## src/rtl/core/cpd_pkg.sv

```systemverilog
package cpd_pkg;

  // Framing bytes
  localparam logic [7:0] START_BYTE = 8'd2;
  localparam logic [7:0] STOP_BYTE  = 8'd3;

  // Crc polynomial after reset
  localparam logic [15:0] CRC_POLY_RESET = 16'h1021;

  // Result event codes
  typedef enum logic [1:0] {
    EV_DATA     = 2'd0,
    EV_GOOD     = 2'd1,
    EV_CRC_BAD  = 2'd2,
    EV_STOP_BAD = 2'd3
  } event_t;

  // Deframer phase, one-hot
  typedef enum logic [5:0] {
    PH_HUNT    = 6'b000001,
    PH_LEN     = 6'b000010,
    PH_PAYLOAD = 6'b000100,
    PH_CRC_HI  = 6'b001000,
    PH_CRC_LO  = 6'b010000,
    PH_STOP    = 6'b100000
  } phase_t;

endpackage

```

## src/rtl/core/crc_checked_packet_deframer.sv

```systemverilog
// Channel  Dir  Handshake          Payload
// in_      in   in_valid/in_stall  in_rx_byte
// out_     out  out_valid/out_stall out_event_res, out_data_byte, out_byte_position,
//                                   out_frame_length
// cfg_     in   cfg_valid/cfg_ready cfg_crc_poly
//
// One byte per cycle while the result register is free or being taken: a byte is held in
// the input register, then the phase machine and byte-wide crc fold decide it and load the
// result register when the byte yields a result.
// Synchronous active-low reset returns to the start-byte hunt with polynomial 0x1021.
// out_stall holds the result register; the input register keeps taking requests while
// the result register is free or is being taken.
module crc_checked_packet_deframer (
  input  logic        clk,
  input  logic        rst_n,
  input  logic        in_valid,
  output logic        in_stall,
  input  logic [7:0]  in_rx_byte,
  output logic        out_valid,
  input  logic        out_stall,
  output logic [1:0]  out_event_res,
  output logic [7:0]  out_data_byte,
  output logic [7:0]  out_byte_position,
  output logic [7:0]  out_frame_length,
  input  logic        cfg_valid,
  output logic        cfg_ready,
  input  logic [15:0] cfg_crc_poly
);
  import cpd_pkg::*;

  logic        in_vld_r, in_vld_nxt;
  logic [7:0]  in_byte_r;
  logic [15:0] poly_r;
  phase_t      phase_r, phase_nxt;
  logic [7:0]  len_r, len_nxt;
  logic [7:0]  taken_r, taken_nxt;
  logic [15:0] crc_r, crc_nxt;
  logic [7:0]  crc_hi_r, crc_hi_nxt;
  logic [15:0] crc_fold;
  logic [7:0]  taken_inc;
  logic        adv;
  logic        emit;
  event_t      ev;
  logic        out_vld_r, out_vld_nxt;
  event_t      out_ev_r;
  logic [7:0]  out_data_r;
  logic [7:0]  out_pos_r;
  logic [7:0]  out_len_r;

  assign cfg_ready = 1'b1;

  // Advance the held byte when the result register is free or being drained
  assign adv      = in_vld_r && (!out_vld_r || !out_stall);
  assign in_stall = in_vld_r && !adv;

  assign in_vld_nxt = (in_valid && !in_stall) ? 1'b1 : (adv ? 1'b0 : in_vld_r);

  cpd_crc_fold u_fold (
    .crc_in  (crc_r),
    .data_in (in_byte_r),
    .poly    (poly_r),
    .crc_out (crc_fold)
  );

  assign taken_inc = taken_r + 8'd1;

  // Phase machine
  always_comb begin
    phase_nxt  = phase_r;
    len_nxt    = len_r;
    taken_nxt  = taken_r;
    crc_nxt    = crc_r;
    crc_hi_nxt = crc_hi_r;
    emit       = 1'b0;
    ev         = EV_DATA;
    case (phase_r)
      PH_HUNT: begin
        if (in_byte_r == START_BYTE) phase_nxt = PH_LEN;
      end
      PH_LEN: begin
        if (in_byte_r == 8'd0) begin
          phase_nxt = PH_HUNT;
        end else begin
          len_nxt   = in_byte_r;
          taken_nxt = 8'd0;
          crc_nxt   = 16'd0;
          phase_nxt = PH_PAYLOAD;
        end
      end
      PH_PAYLOAD: begin
        emit      = 1'b1;
        ev        = EV_DATA;
        crc_nxt   = crc_fold;
        taken_nxt = taken_inc;
        if (taken_inc >= len_r) phase_nxt = PH_CRC_HI;
      end
      PH_CRC_HI: begin
        crc_hi_nxt = in_byte_r;
        phase_nxt  = PH_CRC_LO;
      end
      PH_CRC_LO: begin
        if ({crc_hi_r, in_byte_r} != crc_r) begin
          emit      = 1'b1;
          ev        = EV_CRC_BAD;
          phase_nxt = PH_HUNT;
        end else begin
          phase_nxt = PH_STOP;
        end
      end
      PH_STOP: begin
        emit      = 1'b1;
        ev        = (in_byte_r == STOP_BYTE) ? EV_GOOD : EV_STOP_BAD;
        phase_nxt = PH_HUNT;
      end
      default: begin
        phase_nxt = PH_HUNT;
      end
    endcase
  end

  assign out_vld_nxt = adv ? emit : (out_stall ? out_vld_r : 1'b0);

  // Control and state registers
  always_ff @(posedge clk) begin
    if (!rst_n) begin
      in_vld_r  <= 1'b0;
      out_vld_r <= 1'b0;
      poly_r    <= CRC_POLY_RESET;
      phase_r   <= PH_HUNT;
      len_r     <= 8'd0;
      taken_r   <= 8'd0;
      crc_r     <= 16'd0;
      crc_hi_r  <= 8'd0;
    end else begin
      in_vld_r  <= in_vld_nxt;
      out_vld_r <= out_vld_nxt;
      if (cfg_valid && cfg_ready) poly_r <= cfg_crc_poly;
      if (adv) begin
        phase_r  <= phase_nxt;
        len_r    <= len_nxt;
        taken_r  <= taken_nxt;
        crc_r    <= crc_nxt;
        crc_hi_r <= crc_hi_nxt;
      end
    end
  end

  // Capture the input request and load the result register
  always_ff @(posedge clk) begin
    if (in_valid && !in_stall) in_byte_r <= in_rx_byte;
    if (adv && emit) begin
      out_ev_r   <= ev;
      out_data_r <= (ev == EV_DATA) ? in_byte_r : 8'd0;
      out_pos_r  <= (ev == EV_DATA) ? taken_r : 8'd0;
      out_len_r  <= len_r;
    end
  end

  assign out_valid         = out_vld_r;
  assign out_event_res     = out_ev_r;
  assign out_data_byte     = out_data_r;
  assign out_byte_position = out_pos_r;
  assign out_frame_length  = out_len_r;

  // Payload count never reaches the announced length while in the payload phase
  a_taken_below_len: assert property (@(posedge clk) disable iff (!rst_n)
    (phase_r == PH_PAYLOAD) |-> (taken_r < len_r))
    else $error("payload count reached announced length");

  // A payload byte always yields a data result
  a_payload_emits: assert property (@(posedge clk) disable iff (!rst_n)
    (adv && phase_r == PH_PAYLOAD) |=> (out_vld_r && out_ev_r == EV_DATA))
    else $error("payload byte produced no data result");

  // Non-data results carry zero data and position
  a_status_zero: assert property (@(posedge clk) disable iff (!rst_n)
    (out_vld_r && out_ev_r != EV_DATA) |-> (out_data_r == 8'd0 && out_pos_r == 8'd0))
    else $error("status result carries payload fields");

  // Stall the input only while a byte is held
  a_stall_needs_byte: assert property (@(posedge clk) disable iff (!rst_n)
    in_stall |-> in_vld_r)
    else $error("input stalled with empty input register");

endmodule

```

## src/rtl/core/cpd_crc_fold.sv

```systemverilog
module cpd_crc_fold (
  input  logic [15:0] crc_in,
  input  logic [7:0]  data_in,
  input  logic [15:0] poly,
  output logic [15:0] crc_out
);

  // Fold one byte into the crc, msb first, one bit per step
  always_comb begin
    logic [15:0] c;
    c = crc_in ^ {data_in, 8'h00};
    for (int k = 0; k < 8; k++) begin
      if (c[15]) begin
        c = {c[14:0], 1'b0} ^ poly;
      end else begin
        c = {c[14:0], 1'b0};
      end
    end
    crc_out = c;
  end

endmodule

```

## config.mk

```make
export PLATFORM = sky130hd
export DESIGN_NAME = crc_checked_packet_deframer
export DESIGN_NICKNAME = d
export VERILOG_FILES = /design/src/rtl/core/cpd_pkg.sv /design/src/rtl/core/crc_checked_packet_deframer.sv /design/src/rtl/core/cpd_crc_fold.sv
export SDC_FILE = /design/constraint.sdc
export NUM_CORES = 1
export LEC_CHECK = 0
export ABC_AREA = 1
export BUFFER_PORTS_ARGS = -buffer_cell sky130_fd_sc_hd__buf_2
export CORE_ASPECT_RATIO = 1.1
export CORE_UTILIZATION = 50
export DETAILED_ROUTE_END_ITERATION = 7
export GPL_TIMING_DRIVEN = 0
export PLACE_DENSITY = 0.71
export RECOVER_POWER = 50
export SLEW_MARGIN = 25
export SYNTH_ARGS = -nofsm -noshare
export SYNTH_HDL_FRONTEND = slang
export SYNTH_SLANG_ARGS = --single-unit
```

## constraint.sdc

```tcl
create_clock -name clk -period 2.88 [get_ports clk]
set_input_delay 0.144 -clock clk [delete_from_list [all_inputs] [get_ports clk]]
set_output_delay 0.144 -clock clk [all_outputs]
set_load 0.02 [all_outputs]
```

# Word level (Yosys, flattened, before mapping)
# Cells that the tools add are included.
# totals
out_inout_bits,29
in_bits,29
wordCells,82
ff_bits,98
# classes
addsub,1
bitwise_logic,10
magnitude_cmp,1
muxes,26
n_eq_ne,13
reduce_logical,18
# op_table
operator,n
16-bit 2-to-1 mux,9
16-bit bitwise XOR,9
16-bit one-hot mux with 2 select lines,1
6-bit one-hot mux with 5 select lines,1
6-bit 2-to-1 mux,3
"8-bit by 2-bit == test with 1-bit output, second input constant",2
16-bit inequality test,1
8-bit one-hot mux with 2 select lines,1
3-bit AND reduction,3
"8-bit by 1-bit adder with 8-bit output, second input constant",1
8-bit greater-or-equal comparator,1
8-bit logical NOT,1
8-bit 2-to-1 mux,1
"6-bit by 1-bit == test with 1-bit output, second input constant",1
"6-bit by 2-bit == test with 1-bit output, second input constant",1
"6-bit by 3-bit == test with 1-bit output, second input constant",1
"6-bit by 4-bit == test with 1-bit output, second input constant",1
"6-bit by 5-bit == test with 1-bit output, second input constant",1
"6-bit == test, second input constant",1
"2-bit inequality test, second input constant",3
1-bit 2-to-1 mux,5
1-bit logical AND,4
1-bit logical NOT,4
2-bit 2-to-1 mux,2
other kinds (10),11

# Logic depth before layout (Yosys ltp)
# logic_depth
word_depth,18
mapped_depth,31
ltp_nobuf,29

# Hierarchy
# Synthesis repeated with hierarchy kept, for this count alone.
# unflattened
hier_cells,1073
hier_area_um2,7255.7
# modules_own_cells
mod,seq_area_each_um2,instances,area_each_um2,cells_per_inst
crc_checked_packet_deframer,2302.2,1,4291.6,515
cpd_crc_fold,0.0,1,2964.1,558

# Least setup slack after synthesis
# Ideal clock, no wire load.
# synth_timing
kind,flip-flop to flip-flop
startpoint,reg in_byte_r[7]
endpoint,reg crc_r[5]
period_less_slack_ns,2.919
t_required_ns,2.746
setup_ns,0.134
t_arrival_ns,2.785
n_path_buf,2
path_stages_with_launch,27
setup_slack_ns,-0.039
path_cell_list,edfxtp_1 -> inv_2 -> nand2_1 -> nand2_1 -> nand3_1 -> nand2_2 -> buf_6 -> nand3_2 -> nand2_2 -> inv_2 -> nand2_1 -> nand3_1 -> nand2_1 -> inv_1 -> nor2_1 -> nand3_2 -> nand2_2 -> nor2_1 -> nand2_1 -> nand3_2 -> nand2_4 -> inv_2 -> nor2_4 -> buf_6 -> nand3_2 -> nand3_1 -> a21oi_1
# synth_between
elab_chain_len,16
elab_cells_between_ends,20
classes_between,eq/ne: 1; mux: 9; bitwise: 8; reduce/logical: 2
# synth_rtl
item,line,text
start: declaration,crc_checked_packet_deframer.sv:32,logic [7:0] in_byte_r;
start signal: assignment,crc_checked_packet_deframer.sv:150,if (in_valid && !in_stall) in_byte_r <= in_rx_byte;
16-bit bitwise XOR,cpd_crc_fold.sv:11,"c = crc_in ^ {data_in, 8'h00};"
16-bit 2-to-1 mux,cpd_crc_fold.sv:13,if (c[15]) begin
16-bit bitwise XOR,cpd_crc_fold.sv:14,"c = {c[14:0], 1'b0} ^ poly;"
16-bit 2-to-1 mux,cpd_crc_fold.sv:13,
16-bit 2-to-1 mux / 16-bit bitwise XOR (equally long branches),"cpd_crc_fold.sv:13, cpd_crc_fold.sv:14",
16-bit bitwise XOR / 16-bit 2-to-1 mux (equally long branches),"cpd_crc_fold.sv:14, cpd_crc_fold.sv:13",
16-bit 2-to-1 mux / 16-bit bitwise XOR (equally long branches),"cpd_crc_fold.sv:13, cpd_crc_fold.sv:14",
16-bit bitwise XOR / 16-bit 2-to-1 mux (equally long branches),"cpd_crc_fold.sv:14, cpd_crc_fold.sv:13",
16-bit 2-to-1 mux / 16-bit bitwise XOR (equally long branches),"cpd_crc_fold.sv:13, cpd_crc_fold.sv:14",
16-bit bitwise XOR / 16-bit 2-to-1 mux (equally long branches),"cpd_crc_fold.sv:14, cpd_crc_fold.sv:13",
16-bit 2-to-1 mux / 16-bit bitwise XOR (equally long branches),"cpd_crc_fold.sv:13, cpd_crc_fold.sv:14",
16-bit bitwise XOR / 16-bit 2-to-1 mux (equally long branches),"cpd_crc_fold.sv:14, cpd_crc_fold.sv:13",
16-bit 2-to-1 mux / 16-bit bitwise XOR (equally long branches),"cpd_crc_fold.sv:13, cpd_crc_fold.sv:14",
16-bit bitwise XOR / 16-bit 2-to-1 mux (equally long branches),"cpd_crc_fold.sv:14, cpd_crc_fold.sv:13",
16-bit 2-to-1 mux,cpd_crc_fold.sv:13,
16-bit one-hot mux with 2 select lines,crc_checked_packet_deframer.sv:76,case (phase_r)
end signal: assignment,crc_checked_packet_deframer.sv:142,crc_r <= crc_nxt;
end: declaration,crc_checked_packet_deframer.sv:37,"logic [15:0] crc_r, crc_nxt;"
# Several ways; a longest one is shown, not always the timed one.
# A chain may end at the register's enable or synchronous reset.

# Worst setup path in the final report
# layout_timing
startpoint,reg in_byte_r[7]
endpoint,reg crc_r[14]
# layout_between
elab_chain_len,17
elab_cells_between_ends,20
classes_between,eq/ne: 1; mux: 9; bitwise: 8; reduce/logical: 2
# layout_rtl
item,line
16-bit bitwise XOR,cpd_crc_fold.sv:11
16-bit 2-to-1 mux,cpd_crc_fold.sv:13
16-bit bitwise XOR,cpd_crc_fold.sv:14
16-bit 2-to-1 mux,cpd_crc_fold.sv:13
16-bit bitwise XOR,cpd_crc_fold.sv:14
16-bit 2-to-1 mux,cpd_crc_fold.sv:13
16-bit bitwise XOR,cpd_crc_fold.sv:14
16-bit 2-to-1 mux,cpd_crc_fold.sv:13
16-bit bitwise XOR,cpd_crc_fold.sv:14
16-bit 2-to-1 mux,cpd_crc_fold.sv:13
16-bit bitwise XOR,cpd_crc_fold.sv:14
16-bit 2-to-1 mux,cpd_crc_fold.sv:13
16-bit bitwise XOR,cpd_crc_fold.sv:14
16-bit 2-to-1 mux,cpd_crc_fold.sv:13
16-bit bitwise XOR,cpd_crc_fold.sv:14
16-bit 2-to-1 mux,cpd_crc_fold.sv:13
16-bit one-hot mux with 2 select lines,crc_checked_packet_deframer.sv:76
# Several ways; a longest one is shown, not always the timed one.

==> results.py <==
metrics = {
    "logic_synthesis": {
        "synthMostInstantiatedCell": "nand2_1",
        "synth_nets": 1001,
        "synth_ff_type": "dfxtp_1",
        "synth_warnings": 0,
        "ys_top_cells_by_count": "nand2_1, nand3_1, inv_1",
        "synth.distinct_cells": 36,
        "synth_fa_ha_area_share_pct": 1.70,
        "synth_area_leader_cell": "dfxtp_1",
        "async_flop_share_pct": 0,
        "synth_area_um2": 6640,
        "synth_area_leaders": "dfxtp_1, edfxtp_1, nand2_1",
        "synth_top_area_share_pct": 19.3,
        "avgSynthCellArea_um2": 6.89,
        "synth_edf_count": 34,
        "synth_cells": 963,
        "synth_top_family_by_area": "simple AND/OR/NAND/NOR gates",
        "synth-seq-cells": 98,
        "synthMuxAreaShare_pct": 0,
        "synth_compound_area_share_pct": 9.92,
        "synth_xor_area_share_pct": 10.4,
        "yosysSeqAreaShare_pct": 34.7,
        "yosys.area_share.simple_pct": 32.9,
    },
    "timing": {
        "setup_ws_ns": -0.403,
        "fmax_ghz": 0.305,
        "hold_viol": 0,
        "setup_viol": 16,
        "finalCritPeriodShare_pct": 114,
        "fin_tns_setup_ns": -5.99,
        "rsz0062_at_grt": "true",
        "clock_skew_ns": 0.0132,
        "finalCriticalPeriod_ns": 3.28,
        "drv_slew": 0,
        "relSlewSlack_pct": 45.2,
        "worst_slew_pin_slew_ns": 0.820,
    },
    "floorplanning": {
        "die_h_um": 123,
        "num_rows": 43,
        "core_area_um2": 12800,
        "pin_count": 58,
        "dieArea_um2": 13700,
        "die_x_um": 112,
        "start_util_pct": 52.0,
    },
    "critical_path": {
        "cp.required_ns": 3.11,
        "start_kind": "flip-flop",
        "setup.worst_path.end_class": "flip-flop",
        "worstPathMaxFanout": 6,
        "crit_arrival_ns": 3.51,
        "path_class": "flip-flop to flip-flop",
        "ff2ff_setup_slack_ns": -0.40,
    },
    "clock_tree": {
        "clock_sinks": 98,
        "numCtsBuffers": 9,
        "ctsRootBufferMaster": "clkbuf_16",
        "clk_path_buf_depth": 2,
        "htree_levels": 3,
        "insertion_delay_ns": 0.36,
        "path_clk_slew_ns": 0.08,
        "cts_tree": "done",
    },
    "pwr": {
        "power.leakage_uw": 0.00368,
        "ir_drop_mv": 0.252,
        "power_uw": 4650,
        "pwr_density_cell_nw_per_um2": 547,
    },
    "drt": {
        "vias_per_cell": 5.38,
        "ant_nets": 0,
        "wl_per_cell_um": 15.9,
        "drc": 7,
        "drtIter0Drc": 533,
        "drt_wl_total_um": 19800,
        "drt_first_pass_iters": 7,
        "num_vias": 6698,
    },
    "placement": {
        "io_buffer_count": 56,
        "dp_hpwl_um": 13600,
        "dp_cells": 1176,
        "placed_cell_area_um2": 7140,
        "gp_congestion": 0.912,
    },
    "layout": {
        "ff_latch_area_um2": 2300,
        "final_cell_count_no_fill": 1244,
        "num-fill-cells": 1106,
        "antenna_cells": 0,
        "fin_nets": 1120,
        "fin_util_pct": 66.6,
        "multi_input_area_um2": 4190,
        "design_area_um2": 8490,
        "area_delta_synth_final_pct": 27.9,
        "drive_gt1_share_pct": 22.0,
    },
    "status": {
        "status": "complete, but fails checks",
        "violations": "design-rule violations, negative setup slack",
    },
    "flow_run": {
        "max-cap-violations": 0,
    },
    "global_route": {
        "grt_pass1_wl_um": 29600,
        "grt_pass1_vias": 5784,
        "grt_overflow": 0,
        "grt.total_usage_pct": 28.4,
        "grt_max_degree": 28,
        "antenna_found_initial": 0,
    },
    "hold_path": {
        "hold_path.class": "input port to flip-flop",
    },
}
-- final cells by class --
class	count	area share (%)
tap	157	2.31
clock inverter	6	1.06
inverter	120	5.48
clock buffer	10	2.70
sequential	98	27.2
multi-input combinational	698	49.4
timing repair buffer	108	8.52
buffer	47	3.39
-- report_power, final --
part | internal, uW | switching [uW] | total [uW]
clock network | 765 | 560 | 1330
logic | 710 | 1100 | 1810
registers | 1470 | 39.3 | 1510
-- state kept, by name (all words and copies together), names as in the netlist --
signal and flops:
taken_r 8, out_frame_length 8, in_vld_r 1, out_byte_position 8, len_r 8, phase_r 6
poly_r 16, out_event_res 2, out_data_byte 8, out_valid 1, crc_r 16, in_byte_r 8
crc_hi_r 8
-- metrics by stage --
| step | worst slack, ns | hold WS [ns] |
|---|---|---|
| after floorplan | -0.0193 | 0.243 |
| after global placement | -0.782 | 0.327 |
| after detailed placement | -0.777 | 0.323 |
| after CTS | -0.272 | 0.00242 |
| after global routing | -0.603 | 0.00919 |
| final | -0.403 | 0.0114 |
-- layout by cell type, fill, tap and decap left out, drive strengths merged --
cell type / n
a211oi: 1
nand3: 133
dlygate4sd3: 9
a21oi: 65
inv: 121
nand2: 256
a21boi: 2
buf: 88
nand4: 3
clkinv: 2
xnor2: 40
clkinvlp: 1
ha: 9
dfxtp: 64
nand2b: 5
o21a: 2
o21ai: 53
a21o: 1
nor4: 9
edfxtp: 34
o21bai: 1
nor2: 69
o211ai: 1
nor3: 8
xor2: 39
bufinv: 2
conb: 1
clkbuf: 68
-- worst max-delay path: stages, from the launching register on --
cell and delay [ns]:
edfxtp_1 0.50, inv_2 0.13, nand2_2 0.07, nand2_4 0.09
buf_6 0.13, nand3_2 0.08, nand2_2 0.12, nand3_4 0.11
nand2_8 0.12, inv_4 0.04, nand2_4 0.08, nand3_4 0.09
nand2_1 0.10, inv_1 0.05, nor2_2 0.15, nand3_4 0.11
nand2_4 0.11, buf_8 0.14, nor2_4 0.04, nand2_2 0.08
nand2_4 0.09, nand2_4 0.11, inv_4 0.04, nor2_4 0.18
buf_6 0.16, nand3_2 0.08, nand3_2 0.11, a21oi_2 0.05
-- what timing repair did --
action | CTS | global route
endpoints found under the hold margin | 9 | 0
endpoints found under the setup margin | 16 | 30
hold buffers | 9 | 0
pin swaps | 15 | 40
gates cloned | 2 | 1
resized for setup | 58 | 91
setup buffers | 31 | 9
-- metal layers --
metal,share of wire (%),GRT usage (%)
met3,5.7,4.74
met5,0,0
met1,41,34.2
met2,49,48.6
met4,4.6,15.4
-- kinds of logic after synthesis --
group                      Yosys count
and+or+nand+nor                    483
buffers and inverters              167
AOI/OAI and AO/OA                  126
DFF                                 98
xor gates and xnor gates            79
adders and majority gates            9
other                                1
-- final timing paths --
check             startpoint                  end  cells past startpoint
max reg2reg     in_byte_r[7]            crc_r[14]                     27
max             in_byte_r[7]            crc_r[14]                     27
min reg2reg         len_r[4]  out_frame_length[4]                      0
min          cfg_crc_poly[9]            poly_r[9]                      3
Note: power is estimated with default switching activity, not from simulation.
